--- config.mk ---
export PLATFORM = sky130hd
export DESIGN_NAME = lmcs_scan_core
export DESIGN_NICKNAME = d
export VERILOG_FILES = /design/src/sv/lmcs_pkg.sv /design/src/sv/lmcs_scan_core.sv
export SDC_FILE = /design/constraint.sdc
export NUM_CORES = 1
export LEC_CHECK = 0
export BUFFER_PORTS_ARGS = -buffer_cell sky130_fd_sc_hd__buf_2
export CAP_MARGIN = 20
export CORE_MARGIN = 2
export CORE_UTILIZATION = 55
export CTS_CLUSTER_SIZE = 30
export DETAILED_ROUTE_END_ITERATION = 10
export PLACE_DENSITY = 0.75
export SLEW_MARGIN = 30
export SYNTH_ARGS = -nofsm -noshare
export SYNTH_HDL_FRONTEND = slang
export SYNTH_SLANG_ARGS = --single-unit
--- constraint.sdc ---
create_clock -name i_clk -period 4.1 [get_ports i_clk]
set_clock_uncertainty 0.1 [all_clocks]
set_input_delay 0.41 -clock i_clk [delete_from_list [all_inputs] [get_ports i_clk]]
set_output_delay 0.41 -clock i_clk [all_outputs]
set_load 0.005 [all_outputs]
--- src/sv/lmcs_pkg.sv ---
// Package for the LED matrix column scanner: result type, scan phase codes,
// fixed widths and the digit glyph ROM. No dependencies.
package lmcs_pkg;

    localparam int ROW_W     = 8;
    localparam int COL_OUT_W = 5;
    localparam int SHOWN_W   = 14;
    localparam int DWELL_W   = 16;

    localparam logic [DWELL_W-1:0] DWELL_RESET = 16'd995;
    localparam logic [ROW_W-1:0]   ROW_BLANK   = 8'hFF;
    localparam logic [3:0]         DIGIT_MAX   = 4'd9;

    typedef enum logic [2:0] {
        PH_SEL_SHIFT = 3'd0,
        PH_SEL_LATCH = 3'd1,
        PH_DWELL     = 3'd2,
        PH_BLK_SHIFT = 3'd3,
        PH_BLK_LATCH = 3'd4
    } t_phase;

    typedef struct packed {
        logic                 serial_data;
        logic                 shift_clock;
        logic                 latch_clock;
        logic [ROW_W-1:0]     row_drive;
        logic [COL_OUT_W-1:0] active_column;
        logic [SHOWN_W-1:0]   shown_value;
        logic                 frame_done;
    } t_lmcs_res;

    localparam logic [ROW_W-1:0] GLYPH_ROM [10][8] = '{
        '{8'hFF, 8'h83, 8'h01, 8'h6D, 8'h75, 8'h01, 8'h83, 8'hFF},
        '{8'hFF, 8'h7F, 8'h77, 8'h01, 8'h01, 8'h7F, 8'h7F, 8'hFF},
        '{8'hFF, 8'h3B, 8'h19, 8'h5D, 8'h6D, 8'h61, 8'h73, 8'hFF},
        '{8'hFF, 8'hBB, 8'h39, 8'h6D, 8'h6D, 8'h01, 8'h93, 8'hFF},
        '{8'hFF, 8'hCF, 8'hD7, 8'hDB, 8'h01, 8'h01, 8'hDF, 8'hFF},
        '{8'hFF, 8'hB1, 8'h31, 8'h75, 8'h75, 8'h05, 8'h8D, 8'hFF},
        '{8'hFF, 8'h83, 8'h01, 8'h6D, 8'h6D, 8'h09, 8'h9B, 8'hFF},
        '{8'hFF, 8'hF9, 8'hF9, 8'h1D, 8'h05, 8'hE1, 8'hF9, 8'hFF},
        '{8'hFF, 8'h93, 8'h01, 8'h6D, 8'h6D, 8'h01, 8'h93, 8'hFF},
        '{8'hFF, 8'hB3, 8'h21, 8'h6D, 8'h6D, 8'h01, 8'h83, 8'hFF}
    };

    function automatic logic [ROW_W-1:0] glyph_line(input logic [3:0] digit,
                                                    input logic [2:0] line);
        if (digit > DIGIT_MAX) begin
            return ROW_BLANK;
        end
        return GLYPH_ROM[digit][line];
    endfunction

endpackage

--- src/sv/lmcs_scan_core.sv ---
// Scan state machine, BCD counter and dwell register of the column scanner.
// Depends on lmcs_pkg for the phase codes, result type and glyph ROM.
module lmcs_scan_core import lmcs_pkg::*; #(
    parameter int COLUMN_COUNT = 32,
    parameter int DIGIT_COUNT  = 4
) (
    input  logic                i_clk,
    input  logic                i_rst_n,
    input  logic                i_cfg_we,
    input  logic [DWELL_W-1:0]  i_cfg_data,
    input  logic                i_accept,
    input  logic                i_advance,
    output t_lmcs_res           o_res
);

    localparam int CW      = $clog2(COLUMN_COUNT);
    localparam int DIW     = (DIGIT_COUNT > 1) ? $clog2(DIGIT_COUNT) : 1;
    localparam int VAL_MAX = 10 ** DIGIT_COUNT - 1;
    localparam int VW      = $clog2(VAL_MAX + 1);

    localparam logic [CW-1:0] COL_LAST = CW'(COLUMN_COUNT - 1);
    localparam logic [VW-1:0] VAL_LAST = VW'(VAL_MAX);

    logic [DWELL_W-1:0] r_dwell_ticks;
    logic [3:0]         r_digit [DIGIT_COUNT];
    logic [3:0]         n_digit [DIGIT_COUNT];
    logic [VW-1:0]      r_value, n_value;
    logic [CW-1:0]      r_col, n_col;
    logic [CW-1:0]      r_bit, n_bit;
    t_phase             r_phase, n_phase;
    logic               r_half, n_half;
    logic [DWELL_W-1:0] r_dwell, n_dwell;
    logic [ROW_W-1:0]   r_row, n_row;

    logic [ROW_W-1:0]   glyph;
    logic [31:0]        matrix;
    logic [DWELL_W-1:0] limit;
    logic               step;
    logic               data, sclk, lclk, done;

    always_comb begin
        matrix = 32'(r_col) >> 3;
        if (matrix < 32'(DIGIT_COUNT)) begin
            glyph = glyph_line(r_digit[matrix[DIW-1:0]], r_col[2:0]);
        end else begin
            glyph = ROW_BLANK;
        end
    end

    // ripple the BCD carry from the least significant digit
    always_comb begin
        logic carry;
        carry = step;
        for (int i = DIGIT_COUNT - 1; i >= 0; i--) begin
            if (carry && r_digit[i] >= DIGIT_MAX) begin
                n_digit[i] = 4'd0;
            end else if (carry) begin
                n_digit[i] = r_digit[i] + 4'd1;
                carry = 1'b0;
            end else begin
                n_digit[i] = r_digit[i];
            end
        end
    end

    assign limit = (r_dwell_ticks == '0) ? DWELL_W'(1) : r_dwell_ticks;

    always_comb begin
        n_col   = r_col;
        n_bit   = r_bit;
        n_phase = r_phase;
        n_half  = r_half;
        n_dwell = r_dwell;
        n_row   = r_row;
        n_value = r_value;
        step    = 1'b0;
        data    = 1'b0;
        sclk    = 1'b0;
        lclk    = 1'b0;
        done    = 1'b0;
        if (i_accept && i_advance) begin
            case (r_phase)
                PH_SEL_LATCH: begin
                    lclk = !r_half;
                    n_half = !r_half;
                    if (r_half) begin
                        n_row   = glyph;
                        n_dwell = '0;
                        n_phase = PH_DWELL;
                    end
                end
                PH_DWELL: begin
                    if ({1'b0, r_dwell} + 17'd1 >= {1'b0, limit}) begin
                        n_dwell = '0;
                        n_bit   = '0;
                        n_half  = 1'b0;
                        n_phase = PH_BLK_SHIFT;
                    end else begin
                        n_dwell = r_dwell + DWELL_W'(1);
                    end
                end
                PH_BLK_SHIFT: begin
                    sclk = !r_half;
                    n_half = !r_half;
                    if (r_half) begin
                        if (r_bit == COL_LAST) begin
                            n_bit   = '0;
                            n_phase = PH_BLK_LATCH;
                        end else begin
                            n_bit = r_bit + CW'(1);
                        end
                    end
                end
                PH_BLK_LATCH: begin
                    lclk = !r_half;
                    n_half = !r_half;
                    if (r_half) begin
                        n_row   = ROW_BLANK;
                        n_phase = PH_SEL_SHIFT;
                        n_bit   = '0;
                        if (r_col == COL_LAST) begin
                            done  = 1'b1;
                            step  = 1'b1;
                            n_col = '0;
                            n_value = (r_value == VAL_LAST) ? '0 : r_value + VW'(1);
                        end else begin
                            n_col = r_col + CW'(1);
                        end
                    end
                end
                default: begin
                    n_phase = PH_SEL_SHIFT;
                    data = (r_bit == r_col);
                    sclk = !r_half;
                    n_half = !r_half;
                    if (r_half) begin
                        if (r_bit == COL_LAST) begin
                            n_bit   = '0;
                            n_phase = PH_SEL_LATCH;
                        end else begin
                            n_bit = r_bit + CW'(1);
                        end
                    end
                end
            endcase
        end
    end

    always_ff @(posedge i_clk) begin
        if (!i_rst_n) begin
            r_dwell_ticks <= DWELL_RESET;
            r_col   <= '0;
            r_bit   <= '0;
            r_phase <= PH_SEL_SHIFT;
            r_half  <= 1'b0;
            r_dwell <= '0;
            r_row   <= ROW_BLANK;
            r_value <= '0;
            for (int i = 0; i < DIGIT_COUNT; i++) begin
                r_digit[i] <= 4'd0;
            end
        end else begin
            if (i_cfg_we) begin
                r_dwell_ticks <= i_cfg_data;
            end
            r_col   <= n_col;
            r_bit   <= n_bit;
            r_phase <= n_phase;
            r_half  <= n_half;
            r_dwell <= n_dwell;
            r_row   <= n_row;
            r_value <= n_value;
            r_digit <= n_digit;
        end
    end

    always_comb begin
        o_res.serial_data   = data;
        o_res.shift_clock   = sclk;
        o_res.latch_clock   = lclk;
        o_res.row_drive     = n_row;
        o_res.active_column = COL_OUT_W'(r_col);
        o_res.shown_value   = SHOWN_W'(r_value);
        o_res.frame_done    = done;
    end

endmodule

==> Flow_metrics.wiki <==
{| class="wikitable"
! Metric !! Value
|-
| Final setup margin || between 0.15 and 0.2 ns
|-
| Reported net switching power || roughly 0.37 mW
|-
| Worst endpoint data arrival time || 3.40 ns
|-
| Post-CTS setup buffer count || 0
|-
| Wirelength, routed || between 10 and 15 mm
|-
| Total Negative Setup Slacks || 0 ns
|-
| Commonest cells after routing, fill and taps aside || 84 x dfxtp_1, 66 x nor2_1, 61 x nand2_1
|-
| Synthesis-to-layout area growth || 9.22%
|-
| Depth of the worst hold-timing path || 3
|-
| Filler instances || about 860
|-
| Number of antenna repair diodes || 0
|-
| Die boundary height || between 100 and 150 µm
|-
| Leakage power total || ~2.5 nW
|-
| Peak clock frequency supported by timing || ~0.26 GHz
|-
| Total congestion overflow after global routing || 0
|-
| Initial Util || between 50% and 60%
|-
| Run status || complete, no violations
|-
| Final instance count without filler cells || about 860
|-
| Worst setup EP type || output port
|-
| Number of hold violations in the final report || 0
|-
| Detailed-router iteration count before antenna repair || 5
|-
| First-pass GRT wire length || roughly 22 mm
|-
| Via count || between 5000 and 6000
|-
| CP startpoint || r_digit[0]$_SDFFE_PP0P_
|-
| Final setup violation count || 0
|-
| Overall die area || roughly 0.011 mm²
|-
| Crit share post-route || 95.5%
|-
| Clock period minus final worst setup slack || 3.91 ns
|-
| Global-route usage over all layers || about a quarter
|-
| Share of power burned in the clock network || a little over two fifths
|-
| Ratio of cells with drive above 1 in the final layout || a little over an eighth
|-
| Met1 track utilization from global routing || approximately 30%
|-
| Clock-pin slew on the worst setup and hold paths || 0.09 ns
|-
| Number of max-cap violations || 0
|-
| Placement Setup Slack || about 0.14 ns
|-
| Net count, final || between 700 and 800
|-
| Longest Clk Path Bufs || 2
|-
| Most used routing layer in global routing || met2
|-
| Slew HR || 45.3%
|-
| Commonest non-fill, non-tap cell in the layout || dfxtp_1
|-
| Iter 0 DRT Violations || a little under 300
|-
| Crit Reg-Reg Startpoint || r_dwell[0]$_SDFFE_PN0P_
|-
| Site row count || 36
|-
| Post-synth EDFFs || 0
|-
| Global Route met2 Usage || 42.4%
|-
| Syn_area_per_cell || between 8 and 9 µm²
|-
| Power share of the combinational group || about 5.0%
|-
| Initial antenna violation count || 0
|-
| Top Ports || 52
|-
| Number of global-route vias before repair || around 4900
|-
| Worst ir drop on vdd || roughly 0.16 mV
|-
| Cell area after technology mapping || 0.00556 mm²
|-
| CTS tree || built
|-
| Post-Synthesis Net Count || between 700 and 800
|-
| Ratio of total power to cell area || ~260 mW/mm²
|-
| Routed length per instance || 15.4 µm
|-
| DRC violations left || 0
|-
| Number of different library cells in the post-synthesis netlist || 68
|-
| Internal power of the cells || about 1.2 mW
|-
| Post-Syn Instances || about 700
|-
| Horizontal die dimension || between 100 and 150 µm
|-
| Clock Latency Late Sink || 0.37 ns
|-
| Met3 capacity usage during global routing || 3.18%
|-
| Area of the placeable core || between 0.009 and 0.01 mm²
|-
| Count of input and output buffers || 51
|-
| Crit path launch type || register
|-
| Actual slew at the worst max-slew pin || around 0.81 ns
|-
| Number of sinks on the clock net || 84
|-
| Min-Delay Startpoint || i_cfg_data[9]
|-
| Clock H-tree levels || 3
|-
| Main flop type after synthesis || dfxtp_1
|-
| Routed Antenna Nets || 0
|-
| Portion of total power attributed to sequential cells || between 50% and 60%
|-
| Placed wire-length estimate || 9.39 mm
|-
| Async S/R FF share, synth || 0%
|-
| Count of pins over their slew limit || 0
|-
| Pin count of the biggest net entering global routing || 38
|-
| RSZ-0062 raised after global routing || no
|-
| Number of cells traversed by the worst register-to-register path || 14
|-
| #FFs+latches synth || between 80 and 90
|-
| Final weighted congestion of routability-driven global placement || between 0.8 and 0.9
|-
| Post-detailed-route via-to-cell ratio || between 5 and 6
|-
| Largest driver fanout on the critical path || 7
|-
| Total power draw || 1.59 mW
|-
| Worst min-delay path class || primary input to register
|-
| Type of the worst setup path || register to output port
|-
| Root buffer cell || clkbuf_8
|-
| Synth warn || 0
|-
| Net Sw Frac || around a quarter
|-
| Number of buffers created by CTS || 9
|-
| Number of placed instances with taps included || 841
|-
| Required time at the worst-slack endpoint || between 3 and 4 ns
|-
| Sequential cell area fraction in the yosys report || slightly above 30%
|}
[synthesized netlist by cell type, types with 3 or more instances]
| cell type | count | area [µm²] |
|---|---|---|
| nor4b_1 | 4 | 35.0 |
| o211ai_1 | 10 | 75.1 |
| nor4_1 | 11 | 68.8 |
| buf_6 | 3 | 33.8 |
| a32o_1 | 3 | 30.0 |
| or2_2 | 5 | 31.3 |
| xor2_1 | 14 | 123 |
| o21ai_0 | 32 | 160 |
| nand4b_1 | 4 | 35.0 |
| buf_2 | 5 | 25.0 |
| o311a_1 | 3 | 30.0 |
| ha_1 | 40 | 500 |
| nand2b_1 | 9 | 56.3 |
| nor2b_1 | 11 | 68.8 |
| a21oi_1 | 39 | 195 |
| buf_1 | 4 | 15.0 |
| dfxtp_1 | 84 | 1680 |
| inv_1 | 40 | 150 |
| buf_4 | 5 | 37.5 |
| a211oi_1 | 6 | 45.0 |
| a2111oi_0 | 4 | 35.0 |
| a41o_1 | 3 | 30.0 |
| and2_1 | 4 | 25.0 |
| clkbuf_1 | 25 | 93.8 |
| a31o_2 | 4 | 35.0 |
| nand4_1 | 9 | 56.3 |
| nand3_1 | 32 | 160 |
| a31oi_1 | 11 | 68.8 |
| or4_1 | 5 | 37.5 |
| nor2_1 | 66 | 248 |
| xnor2_1 | 23 | 201 |
| o21a_1 | 3 | 22.5 |
| o31ai_1 | 3 | 22.5 |
| nand2_1 | 61 | 229 |
| mux2i_1 | 20 | 200 |
| mux4_2 | 4 | 90.1 |
| a21o_1 | 3 | 22.5 |
| and3_1 | 12 | 75.1 |
| nor3_1 | 20 | 100 |
| or3_1 | 11 | 68.8 |
[worst max-delay path: stages (launching register included)]
cell     delay (ns)
dfxtp_1        0.41
inv_1          0.11
mux4_2         0.58
inv_1          0.23
ha_1           0.28
inv_1          0.10
or2_4          0.28
a21o_1         0.20
mux2i_1        0.18
o22ai_1        0.12
nor4_2         0.34
nor2_1         0.06
buf_2          0.13
[final cells by class]
type	count	area [µm²]	share of cell area (%)
sequential	84	1680	27.7
timing repair buffer	59	315	5.19
clock inverter	5	85.1	1.40
clock buffer	11	141	2.33
multi-input combinational	523	3530	58.1
inverter	42	158	2.60
tap	133	166	2.74
[logic make-up after synthesis]
group	count (synthesis)	share of synthesized area, %
AO/OA/AOI/OAI	146	17.3
XOR/XNOR	37	5.83
adder cells (fa/ha/maj)	41	9.18
buffers and inverters	85	6.61
flip-flops	84	30.2
multiplexers	24	5.22
AND/OR/NAND/NOR	275	25.6
[through the flow]
| step | instance area (µm²) | hold slack (ns) | utilization (%) |
|---|---|---|---|
| 2_1_floorplan | 5560 | 0.307 | - |
| 3_3_place_gp | 5830 | 0.328 | 59.7 |
| 3_5_place_dp | 5830 | 0.331 | 59.7 |
| 4_1_cts | 6060 | 0.148 | 62.0 |
| 5_1_grt | 6070 | 0.162 | 62.1 |
| 6_report | 6070 | 0.153 | 62.1 |
[registers in the layout (all words and copies together) (netlist names)]
register	cells
r_digit	16
r_half	1
r_col	5
r_phase	3
r_dwell	16
r_dwell_ticks	16
r_value	14
r_row	8
r_bit	5
[power groups by stage]
| stage | Sequential [mW] | Clock [mW] | Combinational (mW) |
|---|---|---|---|
| CTS | 0.834 | 0.685 | 0.0796 |
| global placement | 0.853 | 0 | 0.0767 |
| floorplan | 0.850 | 0 | 0.0564 |
| detailed placement | 0.854 | 0 | 0.0792 |
| global route | 0.836 | 0.724 | 0.0895 |
| finish | 0.835 | 0.676 | 0.0795 |
[layer usage]
| metal | part of all wire [%] | wire, µm | vias to the layer above |
|---|---|---|---|
| met1 | 45 | 5930 | 2382 |
| li1 | - | - | 2528 |
| met2 | 49 | 6420 | 158 |
| met4 | 2.2 | 286 | 0 |
| met3 | 4.1 | 541 | 29 |
| met5 | 0 | 0 | - |
[what timing repair did]
action	in CTS	in global routing
setup endpoints to repair	0	24
hold buffers	0	0
gates resized for setup	0	4
[path summary, 6_finish.rpt]
check	to	slack [ns]
min	r_dwell_ticks[9]$_SDFFE_PN1P_	0.15
min reg2reg	r_row[0]$_SDFF_PN1_	0.35
max reg2reg	r_phase[0]$_SDFFE_PN0P_	0.31
max	o_res[26]	0.19
Note: power is estimated with default switching activity, not from simulation.
