==> src/sv/lmcs_pkg.sv <==
// Package for the LED matrix column scanner: result type, scan phase codes,
// fixed widths and the digit glyph ROM. No dependencies.
package lmcs_pkg;

    localparam int ROW_W     = 8;
    localparam int COL_OUT_W = 5;
    localparam int SHOWN_W   = 14;
    localparam int DWELL_W   = 16;

    localparam logic [DWELL_W-1:0] DWELL_RESET = 16'd995;
    localparam logic [ROW_W-1:0]   ROW_BLANK   = 8'hFF;
    localparam logic [3:0]         DIGIT_MAX   = 4'd9;

    typedef enum logic [2:0] {
        PH_SEL_SHIFT = 3'd0,
        PH_SEL_LATCH = 3'd1,
        PH_DWELL     = 3'd2,
        PH_BLK_SHIFT = 3'd3,
        PH_BLK_LATCH = 3'd4
    } t_phase;

    typedef struct packed {
        logic                 serial_data;
        logic                 shift_clock;
        logic                 latch_clock;
        logic [ROW_W-1:0]     row_drive;
        logic [COL_OUT_W-1:0] active_column;
        logic [SHOWN_W-1:0]   shown_value;
        logic                 frame_done;
    } t_lmcs_res;

    localparam logic [ROW_W-1:0] GLYPH_ROM [10][8] = '{
        '{8'hFF, 8'h83, 8'h01, 8'h6D, 8'h75, 8'h01, 8'h83, 8'hFF},
        '{8'hFF, 8'h7F, 8'h77, 8'h01, 8'h01, 8'h7F, 8'h7F, 8'hFF},
        '{8'hFF, 8'h3B, 8'h19, 8'h5D, 8'h6D, 8'h61, 8'h73, 8'hFF},
        '{8'hFF, 8'hBB, 8'h39, 8'h6D, 8'h6D, 8'h01, 8'h93, 8'hFF},
        '{8'hFF, 8'hCF, 8'hD7, 8'hDB, 8'h01, 8'h01, 8'hDF, 8'hFF},
        '{8'hFF, 8'hB1, 8'h31, 8'h75, 8'h75, 8'h05, 8'h8D, 8'hFF},
        '{8'hFF, 8'h83, 8'h01, 8'h6D, 8'h6D, 8'h09, 8'h9B, 8'hFF},
        '{8'hFF, 8'hF9, 8'hF9, 8'h1D, 8'h05, 8'hE1, 8'hF9, 8'hFF},
        '{8'hFF, 8'h93, 8'h01, 8'h6D, 8'h6D, 8'h01, 8'h93, 8'hFF},
        '{8'hFF, 8'hB3, 8'h21, 8'h6D, 8'h6D, 8'h01, 8'h83, 8'hFF}
    };

    function automatic logic [ROW_W-1:0] glyph_line(input logic [3:0] digit,
                                                    input logic [2:0] line);
        if (digit > DIGIT_MAX) begin
            return ROW_BLANK;
        end
        return GLYPH_ROM[digit][line];
    endfunction

endpackage

==> src/sv/lmcs_skid.sv <==
// Two-entry output buffer (result register plus skid register) for scanner results.
// Depends on lmcs_pkg for the result type.
module lmcs_skid import lmcs_pkg::*; (
    input  logic      i_clk,
    input  logic      i_rst_n,
    input  logic      i_valid,
    output logic      o_ready,
    input  t_lmcs_res i_data,
    output logic      o_valid,
    input  logic      i_ready,
    output t_lmcs_res o_data
);

    logic      r_out_valid;
    logic      r_skid_valid;
    t_lmcs_res r_out;
    t_lmcs_res r_skid;
    logic      take;
    logic      fill;

    assign o_ready = !r_skid_valid;
    assign o_valid = r_out_valid;
    assign o_data  = r_out;
    assign take    = r_out_valid && i_ready;
    assign fill    = i_valid && !r_skid_valid;

    always_ff @(posedge i_clk) begin
        if (!i_rst_n) begin
            r_out_valid  <= 1'b0;
            r_skid_valid <= 1'b0;
        end else if (fill) begin
            if (!r_out_valid || take) begin
                r_out_valid <= 1'b1;
            end else begin
                r_skid_valid <= 1'b1;
            end
        end else if (take) begin
            if (r_skid_valid) begin
                r_skid_valid <= 1'b0;
            end else begin
                r_out_valid <= 1'b0;
            end
        end
    end

    always_ff @(posedge i_clk) begin
        if (fill) begin
            if (!r_out_valid || take) begin
                r_out <= i_data;
            end else begin
                r_skid <= i_data;
            end
        end else if (take && r_skid_valid) begin
            r_out <= r_skid;
        end
    end

endmodule
==> config.mk <==
export PLATFORM = sky130hd
export DESIGN_NAME = lmcs_skid
export DESIGN_NICKNAME = d
export VERILOG_FILES = /design/src/sv/lmcs_pkg.sv /design/src/sv/lmcs_skid.sv
export SDC_FILE = /design/constraint.sdc
export NUM_CORES = 1
export LEC_CHECK = 0
export ABC_AREA = 1
export ABC_CLOCK_PERIOD_IN_PS = 5400
export BUFFER_PORTS_ARGS = -buffer_cell sky130_fd_sc_hd__buf_2
export CORE_ASPECT_RATIO = 2
export CORE_MARGIN = 3
export CORE_UTILIZATION = 55
export CTS_CLUSTER_SIZE = 40
export DETAILED_ROUTE_END_ITERATION = 16
export PLACE_DENSITY = 0.84
export SYNTH_ARGS = -nofsm -noshare
export SYNTH_HDL_FRONTEND = slang
export SYNTH_SLANG_ARGS = --single-unit
==> constraint.sdc <==
create_clock -name i_clk -period 5.4 [get_ports i_clk]
set_clock_uncertainty 0.15 [all_clocks]
set_input_delay 0.81 -clock i_clk [delete_from_list [all_inputs] [get_ports i_clk]]
set_output_delay 0.81 -clock i_clk [all_outputs]
set_load 0.01 [all_outputs]
==> metrics.yaml, run 1 <==
grt:
  grt_util_all_layers: 0.1921
  grt_pass1_vias: 1508
  grt_overflow: 0
  antenna_found_initial: 0
  grt_pass1_wl_mm: 6.844
  grt_max_degree: 34
timing:
  min_period_ns: 2.723
  hold_viol: 0
  final-setup-viol-count: 0
  fin_crit_sh: 0.5043
  max_slew_margin: 0.2463
  rsz0062_at_grt: "no"
  fmax_ghz: 0.3672
  worstMarginPinSlew_ns: 1.129
  whs_ns: 0.3639
  final-max-slew-violation-count: 0
  setup_slack_ns: 2.677
  fin_setup_tns_ns: 0
clocking:
  cts_setup_buffers: 0
  cts_buffer_depth: 2
  cts-root-buf: "clkbuf_8"
  clkLatencyLatePin_ns: 0.34
  clkTransAtPathRegs_ns: 0.07
  htreeDepth: 3
  cts_tree: "done"
  hold_buffers: 0
  ctsResizeCount: 0
  cts_buffers: 9
  clock_sinks: 64
logic_synthesis:
  netlist_area_um2: 2429
  yosys.cell_types.count: 14
  seq_area_frac_synth: 0.7831
  synthCells: 182
  yosysWarnings: 0
  yosysTopAreaCell: "edfxtp_1"
  yosysTopAreaCellShare: 0.7666
  ys_ff_latch: 64
  syn-num-nets: 217
  avgSynthCellArea_um2: 13.34
  synthTopCellsByArea: "edfxtp_1 (77%), nand2_1 (14%), nand2_2 (2.3%)"
die:
  core_um2: 4170
  rows: 33
  ioPinCount: 68
  fp.dieArea_um2: 5297
  die_w_um: 52.99
  die_h_um: 99.98
  initial_utilization: 0.5824
finish:
  layout_commonest_cell: "nand2_1"
  area.growth.synth_to_final_pct: 20.14
  multi_input_area_um2: 446.7
  final_cell_mix: "nand2_1 (90), buf_2 (67), edfxtp_1 (62)"
  layout-drive-gt1-share: 0.3502
  fin_util: 0.6997
  fill_cells: 334
  nets: 289
  diodes: 0
  seqCellArea_um2: 1902
power_and_ir_drop:
  total_leakage_power_nw: 1.276
  peakVddDrop_mv: 0.2370
  power_density_nw_per_um2: 341.0
critical_path:
  crit_fanout: 32
  critPathCaptureType: "flip-flop"
  critPathKind: "in -> reg"
  crit_path_start_kind: "input port"
  required_ns: 5.20
  critPathArrivalTime_ns: 2.52
worst_hold_path:
  hp-class: "reg -> reg"
drt:
  via_per_inst: 4.841
  vias: 1496
  wl_per_cell_um: 14.42
  drc_errors: 0
  firstDrtPassIters: 4
  drt-total-wl_mm: 4.455
  antenna_left: 0
  drt_iter0_drc: 56
placed_design:
  place_ws_ns: 2.290
  post-dp-hpwl_mm: 2.933
  gp_congestion: 0.6309
  port_buffers: 67
flow_run:
  drv_cap: 0
status:
  outcome: "finished clean"
[flip-flops by register name (all words and copies together) (netlist names)]
name and count:
o_data 31, r_skid 31, o_valid 1, r_skid_valid 1
[final cells by class]
| type | count | share of cell area |
|---|---|---|
| timing repair buffer | 67 | 0.1149 |
| multi-input combinational | 105 | 0.1531 |
| inverter | 7 | 0.009005 |
| tap | 52 | 0.02230 |
| sequential | 64 | 0.6518 |
| clock inverter | 3 | 0.003859 |
| clock buffer | 11 | 0.04503 |
[path summary, 6_finish.rpt]
path                                        endpoint                       from  slack [ns]  cells past startpoint
worst min-delay path             o_data[7]$_DFFE_PP_        r_skid[7]$_DFFE_PP_        0.36                      2
worst max-delay path            r_skid[21]$_DFFE_PP_                    i_valid        2.68                      5
worst max register to register  r_skid[21]$_DFFE_PP_  r_skid_valid$_SDFFE_PN0P_        2.91                      3
worst min register to register   o_data[7]$_DFFE_PP_        r_skid[7]$_DFFE_PP_        0.36                      2
[synth_stat cells]
cell type and instances:
nand2_1 90, edfxtp_1 62, nand2_2 9, inv_1 5
buf_4 3, a21oi_1 2, buf_6 2, dfxtp_1 2
inv_2 2, buf_12 1, nand2_4 1, nand3_1 1
nor2_1 1, nor2_4 1
[critical path, cell delays in order]
cell,delay (ns)
buf_2,0.12
inv_2,0.05
nor2_4,0.51
nand2_1,0.16
inv_1,0.86
[per-stage QoR]
stage	instances	instance area, um2	total power [W]
detailed placement	295	2775	0.0006883
floorplan	182	2429	0.0006485
CTS	309	2918	0.001004
global placement	295	2775	0.0006854
global route	309	2918	0.001035
finish	309	2918	0.0009949
[power by group]
| part | internal, W | total (W) | leakage [nW] | switching [W] |
|---|---|---|---|---|
| Clock | 0.000157 | 0.000318 | 0.0718 | 0.000161 |
| Combinational | 0.0000325 | 0.0000918 | 0.603 | 0.0000592 |
| Sequential | 0.000578 | 0.000585 | 0.600 | 0.00000680 |
[logic make-up (layout without fill, tap and decap cells)]
kind of cell,count (synthesis),after routing,synth area share
flops,64,64,0.7831
simple gates,103,103,0.1752
compound gates,2,2,0.004122
buf+inv,13,88,0.03761
[per-layer routing]
metal | up-vias | GRT usage | part of all wire
met3 | 9 | 0.07132 | 0.062
met1 | 693 | 0.2044 | 0.37
li1 | 746 | - | -
met4 | 0 | 0.1181 | 0.026
met2 | 48 | 0.3113 | 0.54
met5 | - | 0 | 0
(Power assumes the default switching activity.)
==> inputs of run 2 (changes only) <==
--- a/config.mk
+++ b/config.mk
@@ -6,14 +6,14 @@
 export NUM_CORES = 1
 export LEC_CHECK = 0
 export ABC_AREA = 1
-export ABC_CLOCK_PERIOD_IN_PS = 5400
+export ABC_CLOCK_PERIOD_IN_PS = 2800
 export BUFFER_PORTS_ARGS = -buffer_cell sky130_fd_sc_hd__buf_2
 export CORE_ASPECT_RATIO = 2
 export CORE_MARGIN = 3
-export CORE_UTILIZATION = 55
+export CORE_UTILIZATION = 51
 export CTS_CLUSTER_SIZE = 40
 export DETAILED_ROUTE_END_ITERATION = 16
-export PLACE_DENSITY = 0.84
+export PLACE_DENSITY = 0.78
 export SYNTH_ARGS = -nofsm -noshare
 export SYNTH_HDL_FRONTEND = slang
 export SYNTH_SLANG_ARGS = --single-unit
==> constraint.sdc (replaced) <==
create_clock -name i_clk -period 2.8 [get_ports i_clk]
set_clock_uncertainty 0.15 [all_clocks]
set_input_delay 0.42 -clock i_clk [delete_from_list [all_inputs] [get_ports i_clk]]
set_output_delay 0.42 -clock i_clk [all_outputs]
set_load 0.01 [all_outputs]
==> run 2 against run 1 <==
Effect of this change:
- clock power increased by 89%
- wire length shrank 2.9%
- count of clock-buffer cells in the layout grew 1
- first-iteration DRC count increased by 29%
- global-route usage fell by 1.4 points
- register-to-register slack got worse by 1.9 ns
- critical path type is now reg -> reg
- largest cell class unchanged
- largest power group unchanged
- highest routed layer unchanged
==> metrics.yaml, run 2 (synthesis gave the netlist of run 1 again) <==
clocking:
  cts_setup_buffers: 0
  ctsResizeCount: 0
  cts_buffers: 9
  clkLatencyLatePin_ns: 0.32
  cts_buffer_depth: 2
  htreeDepth: 3
  hold_buffers: 0
  clock_sinks: 64
  cts_tree: "done"
  clkTransAtPathRegs_ns: 0.06
  cts-root-buf: "clkbuf_8"
critical_path:
  r2r-start: "o_valid$_SDFFE_PN0P_"
  cp_common_cell: "inv_1"
  critPathCaptureType: "flip-flop"
  reg2reg_depth: 5
  cp-endpoint: "r_skid[18]$_DFFE_PP_"
  slowest_delay_ns: 0.40
  crit_path_start_kind: "flip-flop"
  cp_slowest_cell: "inv_1"
  crit_start: "o_valid$_SDFFE_PN0P_"
  critPathKind: "reg -> reg"
  timing.rr.end: "r_skid[18]$_DFFE_PP_"
  crit_fanout: 19
  path_cells: "inv_1, nor2_1, nand2_1, inv_1, buf_12"
  required_ns: 2.68
  r2r_setup_slack_ns: 0.97
  critPathArrivalTime_ns: 1.71
grt:
  busiest_layer: "met2"
  grt_util_all_layers: 0.1778
  grt_util_met3: 0.05603
  grt_pass1_vias: 1563
  grtUsageMet1: 0.1941
  grt_pass1_wl_mm: 7.038
  grt_overflow: 0
  antenna_found_initial: 0
  use_met2: 0.2847
  grt_max_degree: 34
timing:
  min_period_ns: 1.830
  final-setup-viol-count: 0
  final-max-slew-violation-count: 0
  max_slew_margin: 0.6510
  worstMarginPinSlew_ns: 0.5229
  fin_setup_tns_ns: 0
  fmax_ghz: 0.5465
  hold_viol: 0
  setup_slack_ns: 0.9702
  rsz0062_at_grt: "no"
  fin_crit_sh: 0.6535
die:
  initial_utilization: 0.5437
  die_h_um: 103.6
  ioPinCount: 68
  die_w_um: 54.80
  fp.dieArea_um2: 5676
  core_um2: 4467
  rows: 34
drt:
  wl_per_cell_um: 13.77
  drc_errors: 0
  firstDrtPassIters: 4
  antenna_left: 0
  vias: 1502
  drt-total-wl_mm: 4.324
  via_per_inst: 4.783
  drt_iter0_drc: 72
finish:
  layout-drive-gt1-share: 0.3615
  area.growth.synth_to_final_pct: 21.74
  layout_commonest_cell: "nand2_1"
  nets: 292
  final_cell_mix: "nand2_1 (90), buf_2 (67), edfxtp_1 (62)"
  diodes: 0
flow_run:
  drv_cap: 0
placed_design:
  port_buffers: 67
  post-dp-hpwl_mm: 2.978
  place_ws_ns: 0.8201
  gp_congestion: 0.6757
power_and_ir_drop:
  total_leakage_power_nw: 1.296
  peakVddDrop_mv: 0.6259
  power_density_nw_per_um2: 645.7
worst_hold_path:
  hp-class: "in -> reg"
status:
  outcome: "finished clean"
==> run 2: area by class of cell <==
class | instances | area [um2]
timing repair buffer | 70 | 370.4
clock buffer | 12 | 135.1
clock inverter | 2 | 8.758
multi-input combinational | 105 | 446.7
fill | 369 | 1510
sequential | 64 | 1902
tap | 54 | 67.56
inverter | 7 | 26.28
==> run 2: per-stage QoR <==
stage	utilization	cell area, um2	cells	hold WS, ns	total power [W]
after detailed placement	0.6297	2813	300	0.3509	0.001332
final	0.6619	2957	314	0.1347	0.001909
after global placement	0.6297	2813	300	0.3478	0.001324
after global routing	0.6619	2957	314	0.1198	0.001997
after CTS	0.6619	2957	314	0.1184	0.001935
after floorplan	-	2429	182	0.3443	0.001251
==> run 2: worst min-delay path by stage <==
stage                                       to                 from  depth (start not counted)  slack (ns)
final                     r_skid[26]$_DFFE_PP_           i_data[26]                          1        0.13
after global routing      r_skid[26]$_DFFE_PP_           i_data[26]                          1        0.12
after CTS                 r_skid[26]$_DFFE_PP_           i_data[26]                          1        0.12
after detailed placement   o_data[9]$_DFFE_PP_  r_skid[9]$_DFFE_PP_                          2        0.35
after global placement     o_data[5]$_DFFE_PP_  r_skid[5]$_DFFE_PP_                          2        0.35
after floorplan            o_data[0]$_DFFE_PP_  r_skid[0]$_DFFE_PP_                          2        0.34
==> run 2: power breakdown <==
group / internal [W] / switching (W)
clock network: 0.000307 / 0.000294
registers: 0.00111 / 0.0000134
logic: 0.0000669 / 0.000113
total: 0.00149 / 0.000420
==> run 2: worst max-delay path: cells and delay by family (launching register included) <==
family / cells / cell delay [ns]
buffers and inverters: 3 / 0.68
DFF: 1 / 0.38
and+or+nand+nor: 2 / 0.32
==> run 2: per-layer routing <==
| metal | vias up | routed length, um |
|---|---|---|
| li1 | 751 | - |
| met1 | 694 | 1570 |
| met2 | 50 | 2367 |
| met3 | 7 | 284 |
| met4 | 0 | 101 |
| met5 | - | 0 |
==> inputs of run 3 (changes only) <==
==> config.mk (replaced) <==
export PLATFORM = sky130hd
export DESIGN_NAME = lmcs_skid
export DESIGN_NICKNAME = d
export VERILOG_FILES = /design/src/sv/lmcs_pkg.sv /design/src/sv/lmcs_skid.sv
export SDC_FILE = /design/constraint.sdc
export NUM_CORES = 1
export LEC_CHECK = 0
export ABC_AREA = 0
export ABC_CLOCK_PERIOD_IN_PS = 1640
export BUFFER_PORTS_ARGS = -buffer_cell sky130_fd_sc_hd__buf_2
export CORE_ASPECT_RATIO = 2
export CORE_MARGIN = 3
export CORE_UTILIZATION = 46
export CTS_CLUSTER_SIZE = 40
export DETAILED_ROUTE_END_ITERATION = 16
export PLACE_DENSITY = 0.74
export SYNTH_ARGS = -nofsm -noshare
export SYNTH_HDL_FRONTEND = slang
export SYNTH_SLANG_ARGS = --single-unit
==> constraint.sdc (replaced) <==
create_clock -name i_clk -period 1.64 [get_ports i_clk]
set_clock_uncertainty 0.15 [all_clocks]
set_input_delay 0.246 -clock i_clk [delete_from_list [all_inputs] [get_ports i_clk]]
set_output_delay 0.246 -clock i_clk [all_outputs]
set_load 0.01 [all_outputs]
==> run 3 against run 2 <==
Effect of this change:
- clock power increased by 100%
- die area increased by 13%
- total power increased by 90%
- critical endpoint is now r_skid[16]$_DFFE_PP_
- critical path type unchanged
- sequential power increased by 73%
- largest power group unchanged
==> metrics.yaml, run 3 <==
status:
  outcome: "finished clean"
critical_path:
  crit_start: "r_skid_valid$_SDFFE_PN0P_"
  r2r_setup_slack_ns: 0.13
  crit_fanout: 16
  reg2reg_depth: 3
  critPathKind: "reg -> reg"
  slowest_delay_ns: 0.35
  cp_slowest_cell: "dfxtp_2"
  timing.rr.end: "r_skid[16]$_DFFE_PP_"
  crit_path_start_kind: "flip-flop"
  path_cells: "nand2b_4, nor3b_4, buf_4"
  critPathArrivalTime_ns: 1.38
  r2r-start: "r_skid_valid$_SDFFE_PN0P_"
  critPathCaptureType: "flip-flop"
  required_ns: 1.51
worst_hold_path:
  holdPathEnd: "r_skid_valid$_SDFFE_PN0P_"
  whs_path_depth: 3
  hp-class: "in -> reg"
  min_from: "i_rst_n"
placed_design:
  post-dp-hpwl_mm: 3.117
  port_buffers: 67
  gp_congestion: 0.7204
  place_ws_ns: 0.1149
timing:
  rsz0062_at_grt: "no"
  fin_setup_tns_ns: 0
  final-setup-viol-count: 0
  setup_slack_ns: 0.1283
  min_period_ns: 1.512
  hold_viol: 0
  max_slew_margin: 0.8537
  fin_crit_sh: 0.9217
  final-max-slew-violation-count: 0
  worstMarginPinSlew_ns: 0.2192
  fmax_ghz: 0.6615
  whs_ns: 0.04297
grt:
  grt_overflow: 0
  grt_util_all_layers: 0.1579
  antenna_found_initial: 0
  grt_pass1_vias: 1424
  grt_pass1_wl_mm: 7.072
  grt_max_degree: 32
logic_synthesis:
  seq_area_frac_synth: 0.7592
  yosys-top-cells-count: "edfxtp_1 (62), mux2_4 (28), buf_12 (3), mux2_2 (3)"
  syn-num-nets: 146
  synth.most_common_cell: "edfxtp_1"
  ys_ff_latch: 64
  avgSynthCellArea_um2: 22.57
  netlist_area_um2: 2505
  synth-edff-count: 62
  yosys.cell_types.count: 17
  synth_ff_type: "edfxtp_1"
  yosysTopAreaCell: "edfxtp_1"
  synthTopCellsByArea: "edfxtp_1 (74%), mux2_4 (17%), buf_12 (2.4%)"
  yosysTopAreaCellShare: 0.7433
  synthCells: 111
  async_flop_share: 0
  yosysWarnings: 0
die:
  rows: 37
  initial_utilization: 0.4831
  fp.dieArea_um2: 6421
  ioPinCount: 68
  core_um2: 5185
  die_w_um: 58.18
  die_h_um: 110.4
finish:
  final_cell_mix: "buf_2 (67), edfxtp_1 (62), dlygate4sd3_1 (31)"
  diodes: 0
  layout_commonest_cell: "buf_2"
  multi_input_area_um2: 535.5
  area.growth.synth_to_final_pct: 36.91
  fin_util: 0.6614
  nets: 256
  seqCellArea_um2: 1903
  layout-drive-gt1-share: 0.5265
  fill_cells: 374
drt:
  drc_errors: 0
  via_per_inst: 4.768
  firstDrtPassIters: 3
  vias: 1354
  antenna_left: 0
  drt_iter0_drc: 39
  wl_per_cell_um: 16.24
  drt-total-wl_mm: 4.612
clocking:
  cts_setup_buffers: 0
  clkLatencyLatePin_ns: 0.33
  cts_buffer_depth: 2
  clock_sinks: 64
  cts-root-buf: "clkbuf_8"
  cts_tree: "done"
  htreeDepth: 3
  clkTransAtPathRegs_ns: 0.06
  cts_buffers: 9
flow_run:
  drv_cap: 0
power_and_ir_drop:
  peakVddDrop_mv: 0.8454
  power_density_nw_per_um2: 1058
  p_total_w: 0.003630
  total_leakage_power_nw: 1.401
## run 3: changes by cell type after synthesis, sizes merged
| cell | previous run | this run |
|---|---|---|
| a21oi | 2 | 1 |
| inv | 7 | 2 |
| o22a | 0 | 1 |
| buf | 6 | 4 |
| mux2 | 0 | 31 |
| nor2 | 2 | 1 |
| nand3 | 1 | 0 |
| o22ai | 0 | 1 |
| nand2b | 0 | 1 |
| and2b | 0 | 1 |
| nor3b | 0 | 1 |
| nand2 | 100 | 1 |
| nor3 | 0 | 1 |
| and2 | 0 | 1 |
## run 3: worst max-delay path: cells and delay by family (launching register included)
| kind | cells | cell delay [ns] |
|---|---|---|
| buffers and inverters | 1 | 0.28 |
| AND/OR/NAND/NOR | 2 | 0.42 |
| flip-flops | 1 | 0.35 |
## run 3: area by class of cell
type / count / area share
Inverter: 2 / 0.002189
Clock inverter: 6 / 0.01459
Timing Repair Buffer: 103 / 0.2138
Multi-Input combinational cell: 41 / 0.1561
Clock buffer: 10 / 0.03721
Tap cell: 58 / 0.02116
Sequential cell: 64 / 0.5549
## run 3: worst max path at each step
stage / endpoint / slack [ns] / cells past startpoint
after floorplan: r_skid[0]$_DFFE_PP_ / -0.50 / 4
after global placement: r_skid[8]$_DFFE_PP_ / 0.18 / 3
after detailed placement: r_skid[21]$_DFFE_PP_ / 0.11 / 3
after CTS: r_skid[11]$_DFFE_PP_ / 0.11 / 3
after global routing: r_skid[11]$_DFFE_PP_ / 0.06 / 3
final: r_skid[16]$_DFFE_PP_ / 0.13 / 3
## run 3: metal layers
layer	global-route usage	part of all wire
met5	0	0
met4	0.08458	0.011
met3	0.05012	0.055
met2	0.2702	0.57
met1	0.1702	0.36
## run 3: through the flow
| step | cell area (um2) | instances |
|---|---|---|
| after floorplan | 2517 | 111 |
| after global placement | 2942 | 237 |
| after detailed placement | 2942 | 237 |
| after CTS | 3430 | 284 |
| after global routing | 3430 | 284 |
| final | 3430 | 284 |
## run 3: logic make-up after synthesis
group / count (synthesis) / synth area share
AOI/OAI and AO/OA: 3 / 0.008491
and+or+nand+nor: 7 / 0.01948
buffers and inverters: 6 / 0.03147
muxes: 31 / 0.1813
DFF: 64 / 0.7592
## run 3: repair_timing
action / CTS / global route
hold buffers: 31 / 0
resized for setup: 0 / 0
endpoints found under the hold margin: 31 / 0
## run 3: power breakdown
group / leakage, nW / internal (W) / switching (W)
combinational: 0.714 / 0.000259 / 0.000208
sequential: 0.596 / 0.00192 / 0.0000278
clock: 0.0902 / 0.000679 / 0.000536
total: 1.40 / 0.00286 / 0.000772
